**src/rtl/bmpd_pkg.sv**
```systemverilog
// Shared types, constants and pixel scaling for the bitmap pixel decoder.
`default_nettype none

package bmpd_pkg;

  localparam int unsigned ByteW  = 8;
  localparam int unsigned PixW   = 4;
  localparam int unsigned CountW = 16;
  localparam int unsigned LeftW  = 4;

  // 1/17 as 241/4096, exact after flooring for every 8-bit value
  localparam logic [7:0] Div17Recip = 8'd241;
  localparam logic [PixW-1:0] FullLevel = 4'hF;

  typedef enum logic [1:0] {
    DEPTH_1 = 2'd0,
    DEPTH_2 = 2'd1,
    DEPTH_4 = 2'd2,
    DEPTH_8 = 2'd3
  } depth_e;

  typedef enum logic [1:0] {
    REG_RLE_ENABLE = 2'd0,
    REG_DEPTH_CODE = 2'd1,
    REG_DATA_SIZE  = 2'd2
  } cfg_reg_e;

  // Byte handed from the counting stage to the unpacker
  typedef struct packed {
    logic             valid;
    logic [ByteW-1:0] data;
    logic             rle;
    depth_e           depth;
  } load_t;

  // Scale the field in the top bits of a shifted byte to 0..15
  function automatic logic [PixW-1:0] scale_field(logic [ByteW-1:0] top, depth_e depth);
    logic [15:0] prod;
    logic [PixW-1:0] res;
    prod = {8'd0, top} * {8'd0, Div17Recip};
    unique case (depth)
      DEPTH_1: res = top[7] ? FullLevel : '0;
      DEPTH_2: res = {top[7:6], 2'b00} + {2'b00, top[7:6]};
      DEPTH_4: res = top[7:4];
      DEPTH_8: res = prod[15:12];
      default: res = '0;
    endcase
    return res;
  endfunction

endpackage

`default_nettype wire

```
**src/rtl/bmpd_gate.sv**
```systemverilog
// Configuration registers, byte counter and data-size gate.
`default_nettype none

module bmpd_gate (
  input  wire logic                          clk_i,
  input  wire logic                          rst_ni,
  input  wire logic                          cfg_valid_i,
  input  wire logic [1:0]                    cfg_index_i,
  input  wire logic [15:0]                   cfg_data_i,
  input  wire logic                          accept_i,
  input  wire logic [bmpd_pkg::ByteW-1:0]    data_byte_i,
  input  wire logic                          first_byte_i,
  output bmpd_pkg::load_t                    load_o
);

  logic                          rle_q, rle_d;
  bmpd_pkg::depth_e              depth_q, depth_d;
  logic [bmpd_pkg::CountW-1:0]   size_q, size_d;
  logic [bmpd_pkg::CountW-1:0]   cnt_q, cnt_d;
  logic [bmpd_pkg::CountW-1:0]   cnt_eff;
  logic                          keep;

  always_comb begin
    rle_d   = rle_q;
    depth_d = depth_q;
    size_d  = size_q;
    if (cfg_valid_i) begin
      unique case (cfg_index_i)
        bmpd_pkg::REG_RLE_ENABLE: rle_d   = cfg_data_i[0];
        bmpd_pkg::REG_DEPTH_CODE: depth_d = bmpd_pkg::depth_e'(cfg_data_i[1:0]);
        bmpd_pkg::REG_DATA_SIZE:  size_d  = cfg_data_i;
        default: ;
      endcase
    end
  end

  // A marked first byte clears the count even when it is dropped
  assign cnt_eff = first_byte_i ? '0 : cnt_q;
  assign keep    = cnt_eff < size_q;

  always_comb begin
    cnt_d = cnt_q;
    if (accept_i) begin
      cnt_d = keep ? cnt_eff + 16'd1 : cnt_eff;
    end
  end

  always_ff @(posedge clk_i or negedge rst_ni) begin
    if (!rst_ni) begin
      rle_q   <= 1'b0;
      depth_q <= bmpd_pkg::DEPTH_4;
      size_q  <= '0;
      cnt_q   <= '0;
    end else begin
      rle_q   <= rle_d;
      depth_q <= depth_d;
      size_q  <= size_d;
      cnt_q   <= cnt_d;
    end
  end

  assign load_o.valid = accept_i && keep;
  assign load_o.data  = data_byte_i;
  assign load_o.rle   = rle_q;
  assign load_o.depth = depth_q;

endmodule

`default_nettype wire

```
**src/rtl/bmpd_unpack.sv**
```systemverilog
// Shift-register unpacker: one pixel per cycle into an output register, unless the output stalls.
`default_nettype none

module bmpd_unpack (
  input  wire logic                        clk_i,
  input  wire logic                        rst_ni,
  input  wire bmpd_pkg::load_t             load_i,
  output logic                             busy_o,
  output logic                             out_valid_o,
  input  wire logic                        out_ready_i,
  output logic [bmpd_pkg::PixW-1:0]        out_pixel_o,
  output logic                             out_last_o
);

  logic                          busy_q, busy_d;
  logic [bmpd_pkg::ByteW-1:0]    shreg_q, shreg_d;
  logic [bmpd_pkg::LeftW-1:0]    left_q, left_d;
  logic                          rle_q, rle_d;
  bmpd_pkg::depth_e              depth_q, depth_d;
  logic                          ovalid_q, ovalid_d;
  logic [bmpd_pkg::PixW-1:0]     opix_q, opix_d;
  logic                          olast_q, olast_d;
  logic                          emit;
  logic [bmpd_pkg::PixW-1:0]     pix;
  logic [bmpd_pkg::ByteW-1:0]    shifted;
  logic [bmpd_pkg::LeftW-1:0]    left_init;

  assign emit = busy_q && (!ovalid_q || out_ready_i);

  assign pix = rle_q ? shreg_q[3:0] : bmpd_pkg::scale_field(shreg_q, depth_q);

  always_comb begin
    unique case (depth_q)
      bmpd_pkg::DEPTH_1: shifted = {shreg_q[6:0], 1'b0};
      bmpd_pkg::DEPTH_2: shifted = {shreg_q[5:0], 2'b00};
      bmpd_pkg::DEPTH_4: shifted = {shreg_q[3:0], 4'h0};
      bmpd_pkg::DEPTH_8: shifted = '0;
      default:           shifted = '0;
    endcase
  end

  // Pixels in the byte, minus one
  always_comb begin
    if (load_i.rle) begin
      left_init = load_i.data[7:4];
    end else begin
      unique case (load_i.depth)
        bmpd_pkg::DEPTH_1: left_init = 4'd7;
        bmpd_pkg::DEPTH_2: left_init = 4'd3;
        bmpd_pkg::DEPTH_4: left_init = 4'd1;
        bmpd_pkg::DEPTH_8: left_init = 4'd0;
        default:           left_init = 4'd0;
      endcase
    end
  end

  always_comb begin
    busy_d  = busy_q;
    shreg_d = shreg_q;
    left_d  = left_q;
    rle_d   = rle_q;
    depth_d = depth_q;
    if (load_i.valid) begin
      busy_d  = 1'b1;
      shreg_d = load_i.data;
      left_d  = left_init;
      rle_d   = load_i.rle;
      depth_d = load_i.depth;
    end else if (emit) begin
      // RLE keeps its level in place; packed mode advances to the next field
      if (!rle_q) begin
        shreg_d = shifted;
      end
      left_d = left_q - 4'd1;
      if (left_q == '0) begin
        busy_d = 1'b0;
      end
    end
  end

  always_comb begin
    ovalid_d = ovalid_q;
    opix_d   = opix_q;
    olast_d  = olast_q;
    if (emit) begin
      ovalid_d = 1'b1;
      opix_d   = pix;
      olast_d  = (left_q == '0);
    end else if (out_ready_i) begin
      ovalid_d = 1'b0;
    end
  end

  always_ff @(posedge clk_i or negedge rst_ni) begin
    if (!rst_ni) begin
      busy_q   <= 1'b0;
      ovalid_q <= 1'b0;
    end else begin
      busy_q   <= busy_d;
      ovalid_q <= ovalid_d;
    end
  end

  always_ff @(posedge clk_i) begin
    shreg_q <= shreg_d;
    left_q  <= left_d;
    rle_q   <= rle_d;
    depth_q <= depth_d;
    opix_q  <= opix_d;
    olast_q <= olast_d;
  end

  assign busy_o      = busy_q;
  assign out_valid_o = ovalid_q;
  assign out_pixel_o = opix_q;
  assign out_last_o  = olast_q;

  a_load_when_idle: assert property (@(posedge clk_i) disable iff (!rst_ni)
    load_i.valid |-> !busy_q)
    else $error("byte loaded while unpacker busy");

  a_emit_fills_out: assert property (@(posedge clk_i) disable iff (!rst_ni)
    emit |=> ovalid_q)
    else $error("emitted pixel not held in output register");

  a_final_pixel: assert property (@(posedge clk_i) disable iff (!rst_ni)
    (emit && left_q == '0) |=> (!busy_q && olast_q))
    else $error("final pixel did not end the byte");

  a_packed_count: assert property (@(posedge clk_i) disable iff (!rst_ni)
    (busy_q && !rle_q) |-> (left_q <= 4'd7))
    else $error("packed pixel count out of range");

endmodule

`default_nettype wire

```
**src/rtl/bitmap_rle_or_packed_pixel_decoder.sv**
```systemverilog
// Top level of the run-length / packed bitmap pixel decoder.
//
// Usage:
//   Bytes of image data enter on the s_axis channel; tdata carries the byte
//   and tuser flags the first byte of an image, which clears the byte count.
//   Grey pixels (4 bits, in tdata[3:0]) leave on the m_axis channel; tlast
//   marks the final pixel decoded from a byte.
//   Registers are written through the cfg channel (always ready): index 0
//   rle_enable, 1 depth_code, 2 data_size; index 3 is ignored. Write them
//   only while the block is idle.
// Timing:
//   A byte yields N pixels (RLE: high nibble + 1, 1..16; packed: 8, 4, 2
//   or 1 for 1/2/4/8 bpp) and occupies the unpacker: it loads its shift
//   register, then one pixel per cycle while the output is not stalled.
//   The first pixel is valid after the shift register and the output
//   register. A byte beyond data_size is dropped in its accept cycle and gives no pixels.
//   The output register parts the channels: the next byte is taken as soon
//   as the last pixel of the current one has moved into it.
// Reset: clears the counter, the registers (depth 4 bpp, size 0, packed mode)
//   and all valid state. A stalled receiver freezes the unpacker and holds
//   the pending pixel; s_axis_tready stays low until the byte is unpacked.
`default_nettype none

module bitmap_rle_or_packed_pixel_decoder (
  input  wire logic        clk_i,
  input  wire logic        rst_ni,
  // input word
  input  wire logic        s_axis_tvalid_i,
  output logic             s_axis_tready_o,
  input  wire logic [7:0]  s_axis_tdata_i,   // [7:0] data_byte
  input  wire logic        s_axis_tuser_i,   // [0] first_byte
  // output word
  output logic             m_axis_tvalid_o,
  input  wire logic        m_axis_tready_i,
  output logic [7:0]       m_axis_tdata_o,   // [3:0] pixel, [7:4] zero
  output logic             m_axis_tlast_o,   // last_of_byte
  // register writes
  input  wire logic        cfg_valid_i,
  output logic             cfg_ready_o,
  input  wire logic [1:0]  cfg_index_i,
  input  wire logic [15:0] cfg_data_i
);

  bmpd_pkg::load_t               load;
  logic                          busy;
  logic                          accept;
  logic [bmpd_pkg::PixW-1:0]     pixel;

  // Accept a new byte only when the unpacker has finished the last one
  assign s_axis_tready_o = !busy;
  assign accept          = s_axis_tvalid_i && !busy;
  assign cfg_ready_o     = 1'b1;

  bmpd_gate u_gate (
    .clk_i        (clk_i),
    .rst_ni       (rst_ni),
    .cfg_valid_i  (cfg_valid_i),
    .cfg_index_i  (cfg_index_i),
    .cfg_data_i   (cfg_data_i),
    .accept_i     (accept),
    .data_byte_i  (s_axis_tdata_i),
    .first_byte_i (s_axis_tuser_i),
    .load_o       (load)
  );

  bmpd_unpack u_unpack (
    .clk_i       (clk_i),
    .rst_ni      (rst_ni),
    .load_i      (load),
    .busy_o      (busy),
    .out_valid_o (m_axis_tvalid_o),
    .out_ready_i (m_axis_tready_i),
    .out_pixel_o (pixel),
    .out_last_o  (m_axis_tlast_o)
  );

  // Pad the pixel to a whole byte
  assign m_axis_tdata_o = {4'h0, pixel};

endmodule

`default_nettype wire

```
**config.mk**
```make
export PLATFORM = sky130hd
export DESIGN_NAME = bitmap_rle_or_packed_pixel_decoder
export DESIGN_NICKNAME = d
export VERILOG_FILES = /design/src/rtl/bmpd_pkg.sv /design/src/rtl/bmpd_gate.sv /design/src/rtl/bmpd_unpack.sv /design/src/rtl/bitmap_rle_or_packed_pixel_decoder.sv
export SDC_FILE = /design/constraint.sdc
export NUM_CORES = 1
export LEC_CHECK = 0
export ABC_AREA = 1
export BUFFER_PORTS_ARGS = -buffer_cell sky130_fd_sc_hd__buf_2
export CORE_MARGIN = 2
export CORE_UTILIZATION = 55
export DETAILED_ROUTE_END_ITERATION = 6
export PLACE_DENSITY = 0.78
export SETUP_SLACK_MARGIN = 0.3
export SLEW_MARGIN = 20
export SYNTH_ARGS = -nofsm -noshare
export SYNTH_HDL_FRONTEND = slang
export SYNTH_SLANG_ARGS = --single-unit
```
**constraint.sdc**
```tcl
create_clock -name clk_i -period 3.6 [get_ports clk_i]
set_input_delay 0.18 -clock clk_i [delete_from_list [all_inputs] [get_ports clk_i]]
set_output_delay 0.18 -clock clk_i [all_outputs]
set_load 0.01 [all_outputs]
```
### Word level (Yosys, flattened, before mapping)

Cells that the tools add are included.

| word-level totals | value |
|---|---|
| output and inout bits | 12 |
| register bits | 57 |

| cells by class | value |
|---|---|
| add/sub/neg operators | 3 |
| eq/ne operators | 9 |
| multiply operators | 1 |
| multiplexer cells | 18 |
| magnitude comparators | 1 |
| reduce and logical (&&, ||, !) cells | 18 |

Operator list:

| cell | count |
|---|---|
| two-way mux 16 bit | 2 |
| one-hot mux 4 bit (4 select lines) | 2 |
| one-hot mux 8 bit (4 select lines) | 1 |
| two-way mux 8 bit | 3 |
| two-way mux 4 bit | 5 |
| adder 16 x 1 -> 16 bit (second input constant) | 1 |
| less-than comparator 16 bit | 1 |
| multiplier 8 x 8 -> 16 bit (second input constant) | 1 |
| equality test 2 bit (second input constant) | 5 |
| AND reduction 2 bit | 5 |
| equality test 2 x 1 -> 1 bit (second input constant) | 3 |
| zero test 2 bit | 3 |
| nonzero test 2 bit | 3 |
| two-way mux 1 bit | 5 |
| adder 4 x 2 -> 4 bit | 1 |
| zero test 4 bit | 1 |
| subtractor 4 x 1 -> 4 bit (second input constant) | 1 |
| logical AND 1 bit | 3 |
| zero test 1 bit | 2 |
| != test 2 bit (second input constant) | 1 |
| logical OR 1 bit | 1 |

### Logic depth before layout (Yosys ltp)

| logic depth | value |
|---|---|
| word-level depth | 5 |
| depth in mapped cells | 18 |

### Cells and area by module

From an unflattened synthesis, not the netlist that was laid out.

| second synthesis, totals | value |
|---|---|
| cell total of the unflattened synthesis | 610 |
| area total of the unflattened synthesis | 4679.5 µm² |

Modules (own cells, without submodules):

| module | area each (µm²) | cells an instance | instances | seq. area each (µm²) |
|---|---|---|---|---|
| bmpd_gate | 2423.6 | 346 | 1 | 877.1 |
| bmpd_unpack | 2197.1 | 254 | 1 | 650.6 |
| bitmap_rle_or_packed_pixel_decoder | 58.8 | 10 | 1 | 0.0 |

### Least setup slack after synthesis

OpenSTA, ideal clock, no wires.

| timing path | value |
|---|---|
| path kind | register -> register |
| start point | reg u_unpack.shreg_q[6] (netlist name) |
| end point | reg u_unpack.opix_q, in the netlist u_unpack.out_pixel_o[0] (data pin) |
| setup time | 0.249 ns |
| arrival | 3.209 ns |
| required time | 3.351 ns |
| path buffers | 0 |
| stages on the path, launching flop included | 16 |
| setup slack | 0.142 ns |
| path through | edfxtp_1 -> inv_1 -> fa_1 -> fa_1 -> inv_1 -> ha_1 -> ha_1 -> ha_1 -> nand2_1 -> nand2_1 -> o21ba_2 -> nand3_1 -> nand3_1 -> nand3b_1 -> nand2_1 -> inv_1 |

| on the way | value |
|---|---|
| cells in the longest elaborated chain, start to end | 3 |
| elaborated cells between the ends (all ways) | 4 |
| classes of those cells | add/sub (1); mul (1); mux (2) |

Ends and longest elaborated chain:

| what | line | RTL |
|---|---|---|
| from (decl) | bmpd_unpack.sv:16 | `logic [bmpd_pkg::ByteW-1:0] shreg_q, shreg_d;` |
| from (signal assigned) | bmpd_unpack.sv:105 | `shreg_q <= shreg_d;` |
| multiplier 8 x 8 -> 16 bit / adder 4 x 2 -> 4 bit (equally long branches) | bmpd_pkg.sv:40, bmpd_pkg.sv:43 |  |
| one-hot mux 4 bit (4 select lines) * | bmpd_pkg.sv:41 | `unique case (depth)` |
| two-way mux 4 bit * | bmpd_unpack.sv:30 | `assign pix = rle_q ? shreg_q[3:0] : bmpd_pkg::scale_field(shreg_q, depth_q);` |
| via u_unpack.pix (one bit) | bmpd_unpack.sv:24 | `logic [bmpd_pkg::PixW-1:0] pix;` |
| to (signal assigned) | bmpd_unpack.sv:109 | `opix_q <= opix_d;` |
| to (decl) | bmpd_unpack.sv:21 | `logic [bmpd_pkg::PixW-1:0] opix_q, opix_d;` |

Mark *: on every way through the listed nets, which the timed path passes. The rest lies on a longest branch.
A chain may end at the register's enable or synchronous reset.

### Worst setup path in the final report

| timing path | value |
|---|---|
| start point | reg u_unpack.shreg_q[1] (netlist name) |
| end point | reg u_unpack.opix_q, in the netlist u_unpack.out_pixel_o[1] (data pin) |

| on the way | value |
|---|---|
| cells in the longest elaborated chain, start to end | 3 |

Ends and longest elaborated chain:

| what | line | RTL |
|---|---|---|
| multiplier 8 x 8 -> 16 bit | bmpd_pkg.sv:40 | `prod = {8'd0, top} * {8'd0, Div17Recip};` |
| one-hot mux 4 bit (4 select lines) | bmpd_pkg.sv:41 |  |
| two-way mux 4 bit * | bmpd_unpack.sv:30 |  |
| via u_unpack.pix (one bit) | bmpd_unpack.sv:24 |  |

Marked as above.

==> results.md <==
- The number of global-route vias before repair is 4169.
- Once layout is complete, the utilization of the core stands at 66.7%.
- In the synthesized netlist, the number of instances is 590.
- The number of inserted filler cells in the final layout is approximately 670.
- The worst setup path is of the flip-flop to flip-flop kind.
- For this run, the number of standard cells in the final layout without fillers is 762.
- The H-tree was split into 3 levels.
- The final number of setup-violating endpoints is 1.
- In this run the standard cell core region covers 8090 sq um.
- Compared with the post-synthesis result, the final layout area differs by 19.4%.
- Of all nets on the critical path, the largest fanout is 4.
- Setup total negative slack on the finished layout was measured at -0.0328 ns.
- STA puts the critical path data arrival time at 3.74 ns.
- The sum of overflow across all layers after global routing is 0.
- After floorplanning, the core was divided into 33 placement rows.
- The post-detailed-route count of antenna-violating nets is 0.
- The share of layout cells above drive strength 1 is 19.8%.
- In the detailed route, the total length drawn on met3 is 732 um.
- The met1 routed wirelength after detailed routing is 4640 um.
- The top cell types in the final layout, fill and taps aside, are 134 x sky130_fd_sc_hd__nand2_1, 113 x sky130_fd_sc_hd__inv_1, 46 x sky130_fd_sc_hd__nor2_1.
- The wire length of the first global-routing pass is 18700 um.
- The upper clock frequency limit is 275 MHz.
- The number of ports placed on the die boundary is 44.
- The average instance in the mapped netlist occupies 7.67 sq um.
- TritonCTS built the clock tree.
- The share of synthesized area occupied by flip-flops and latches is 33.8%.
- The post-layout minimum cycle time is 3.63 ns.
- The die height is 94.7 um.
- The final critical-path share of the clock period is 101%.
- The routed design uses 5640 um of met2 wire.
- Counting cells, the worst reg-to-reg path comes to 16.
- The worst setup path is captured at a flip-flop.
- Setup repair after global routing could not meet its margin everywhere.
- The async set or reset register ratio after synthesis is between 60 and 70%.
- 0 antenna diodes ended up in the layout.
- The number of warnings printed during yosys synthesis is 0.
- Counting tap cells, the placed design contains a total of slightly above 700 instances.
- In the final routed layout, each cell accounts on average for 14.9 um.
- The number of hold violations in the final report is 0.
- The tool flagged a number of max-cap violations equal to 0.
- The tightest min-delay check is of the input port to flip-flop type.
- The detailed-route DRC error count is 0.
- In this run the cell area of the synthesized design comes to 4520 sq um.
- After legalization and detailed placement, the total HPWL measured 7850 um.
- The die area is 8970 sq um.
- The mean number of vias per cell is 5.51.
- In the global route stage, overall resource usage came out at between 20% and 30%.
- The final max-slew violation count came to 0.
- The checks that failed: setup timing.
- Before CTS, the worst setup slack after placement is -0.0407 ns.
- The number of DRC violations after detailed-routing iteration 0 is 307.
- Clock-pin slew was measured on the worst setup and hold paths at 0.08 ns.
- STA classifies the critical path startpoint as a flip-flop.
- The number of nets at the end of the flow is ~750.
- Clock latency on the worst-skew pair, taken at its later pin, is 0.35 ns.
- The clock skew after layout is 0.0162 ns.
- Yosys attributes the largest share of cell area to sky130_fd_sc_hd__dfrtp_1 20%, sky130_fd_sc_hd__edfxtp_1 13%, sky130_fd_sc_hd__ha_1 13%.
- STA puts the critical path data required time at approximately 3.7 ns.
- Among all flip-flop cells after synthesis, the most frequent one is sky130_fd_sc_hd__dfrtp_1.
- Leaving out fill and tap cells, the most frequent cell in the layout is sky130_fd_sc_hd__nand2_1.
- The count of buffers added on input and output ports is 38.
- The post-synthesis cell type count is 39.
- The tightest slew margin relative to the limit is 43.4%.
- The weighted congestion reported at the end of routability-driven placement is 0.934.
- The starting density of the core is 55.9%.
- The floorplan step set the die width to 94.7 um.
- At the pin with the least slew margin, the transition time is 0.849 ns.
- In this run, synthesis produced a sequential element count of 57.
- In this run the deepest clock path goes through 2 buffers.
- The largest net degree at the start of global routing is 38.
- The final layout contains routed wiring with a total length of 11400 um.
- The first detailed-routing pass took 5 iterations.
- The detailed-route via count is 4200.
- The total number of clock tree sinks is 57.
- The initial antenna violation count was 0.
- In this run the biggest area consumer among cell types represents 19.9% of the synthesized area.
- The total CTS buffers is 9.
- The run finished, with violations left.
- The number of cells traversed by the worst hold path is 3.
- The library cell occupying the most area in the post-synthesis netlist is sky130_fd_sc_hd__dfrtp_1.
- The number of synthesized flops with an enable pin is 20.
- Across all setup checks in the final design, the least slack found is -0.0328 ns.
- In this run the clock root is driven by a sky130_fd_sc_hd__clkbuf_8.
- Signal routing reaches up to met4.
==> repair_timing <==
item                                   in CTS  in global routing
endpoints found under the hold margin      36                  0
resized for setup                          19                 17
buffers inserted                           13                  7
hold buffers                                1                  0
setup endpoints to repair                   4                  4
pin swaps                                  12                 13
==> critical path: stages (launching register included) <==
cell,delay (ns)
sky130_fd_sc_hd__edfxtp_1,0.46
sky130_fd_sc_hd__fa_1,0.59
sky130_fd_sc_hd__fa_1,0.45
sky130_fd_sc_hd__fa_1,0.58
sky130_fd_sc_hd__ha_4,0.22
sky130_fd_sc_hd__ha_4,0.28
sky130_fd_sc_hd__nand2_4,0.05
sky130_fd_sc_hd__inv_2,0.05
sky130_fd_sc_hd__nand2_2,0.06
sky130_fd_sc_hd__nand2_1,0.09
sky130_fd_sc_hd__nand2_1,0.08
sky130_fd_sc_hd__nand2_1,0.08
sky130_fd_sc_hd__nand2_1,0.07
sky130_fd_sc_hd__nand3_2,0.09
sky130_fd_sc_hd__nand3_2,0.07
sky130_fd_sc_hd__o21ai_1,0.10
sky130_fd_sc_hd__inv_1,0.06
==> synthesized netlist by cell type, types with 2 or more instances <==
library cell / number
sky130_fd_sc_hd__nand3_1: 23
sky130_fd_sc_hd__nor3_1: 4
sky130_fd_sc_hd__a21oi_4: 2
sky130_fd_sc_hd__fa_1: 14
sky130_fd_sc_hd__inv_1: 119
sky130_fd_sc_hd__nand4_1: 31
sky130_fd_sc_hd__o21ai_1: 8
sky130_fd_sc_hd__xor2_1: 2
sky130_fd_sc_hd__conb_1: 2
sky130_fd_sc_hd__dfrtp_1: 36
sky130_fd_sc_hd__buf_6: 2
sky130_fd_sc_hd__edfxtp_1: 20
sky130_fd_sc_hd__buf_4: 6
sky130_fd_sc_hd__o21ai_0: 18
sky130_fd_sc_hd__o22ai_1: 5
sky130_fd_sc_hd__xnor2_1: 2
sky130_fd_sc_hd__ha_1: 48
sky130_fd_sc_hd__nor2_1: 47
sky130_fd_sc_hd__buf_2: 2
sky130_fd_sc_hd__clkbuf_1: 8
sky130_fd_sc_hd__a21oi_1: 33
sky130_fd_sc_hd__nand2_2: 3
sky130_fd_sc_hd__nand2_1: 139
==> final timing paths <==
path | slack [ns] | start | endpoint
max reg2reg | -0.03 | u_unpack.shreg_q[1] | u_unpack.out_pixel_o[1]
min | 0.07 | cfg_data_i[1] | u_gate.depth_q[1]
max in group asynchronous | 2.58 | rst_ni | u_gate.size_q[8]
min reg2reg | 0.50 | u_gate.cnt_q[1] | u_gate.cnt_q[1]
max | -0.03 | u_unpack.shreg_q[1] | u_unpack.out_pixel_o[1]
min in group asynchronous | 0.48 | rst_ni | u_gate.cnt_q[11]
==> per-stage QoR <==
stage	area (sq um)	hold WS, ns
final	5400	0.0669
after global routing	5400	0.0746
after CTS	5290	0.0600
after detailed placement	4820	0.338
after global placement	4820	0.332
after floorplan	4560	-0.116
==> area by class of cell <==
class	instances	area (sq um)	share of cell area, %
Clock inverter	7	71.3	1.32
Clock buffer	9	124	2.29
Multi-Input combinational cell	398	2680	49.6
Tap cell	105	131	2.43
Timing Repair Buffer	66	410	7.60
Sequential cell	57	1530	28.3
Inverter	120	458	8.48
==> registers in the layout, summed over array words and instances (netlist names) <==
signal / count
u_gate.cnt_q: 16
u_gate.depth_q: 2
u_gate.rle_q: 1
u_gate.size_q: 16
u_unpack.busy_o: 1
u_unpack.depth_q: 2
u_unpack.left_q: 4
u_unpack.out_last_o: 1
u_unpack.out_pixel_o: 4
u_unpack.out_valid_o: 1
u_unpack.rle_q: 1
u_unpack.shreg_q: 8
==> layer usage <==
metal / GRT usage [%] / vias to the layer above
li1: - / 2002
met1: 32.2 / 1957
met3: 4.39 / 45
met2: 47.3 / 196
met4: 12.3 / 0
met5: 0 / -
==> cell families (layout without fill, tap and decap cells) <==
group                    after synthesis  after routing  synth area share (%)
buffers and inverters                138            202                  12.3
AND/OR/NAND/NOR                      255            255                  24.5
adder cells (fa/ha/maj)               62             62                  19.5
flip-flops                            57             57                  33.8
AO/OA/AOI/OAI                         72             72                  8.99
other                                  2              5                 0.166
XOR/XNOR                               4              4                 0.775
Power is left out: the tool's default activity adds up to more than one toggle a clock period on the data nets, which glitch-free logic cannot reach.
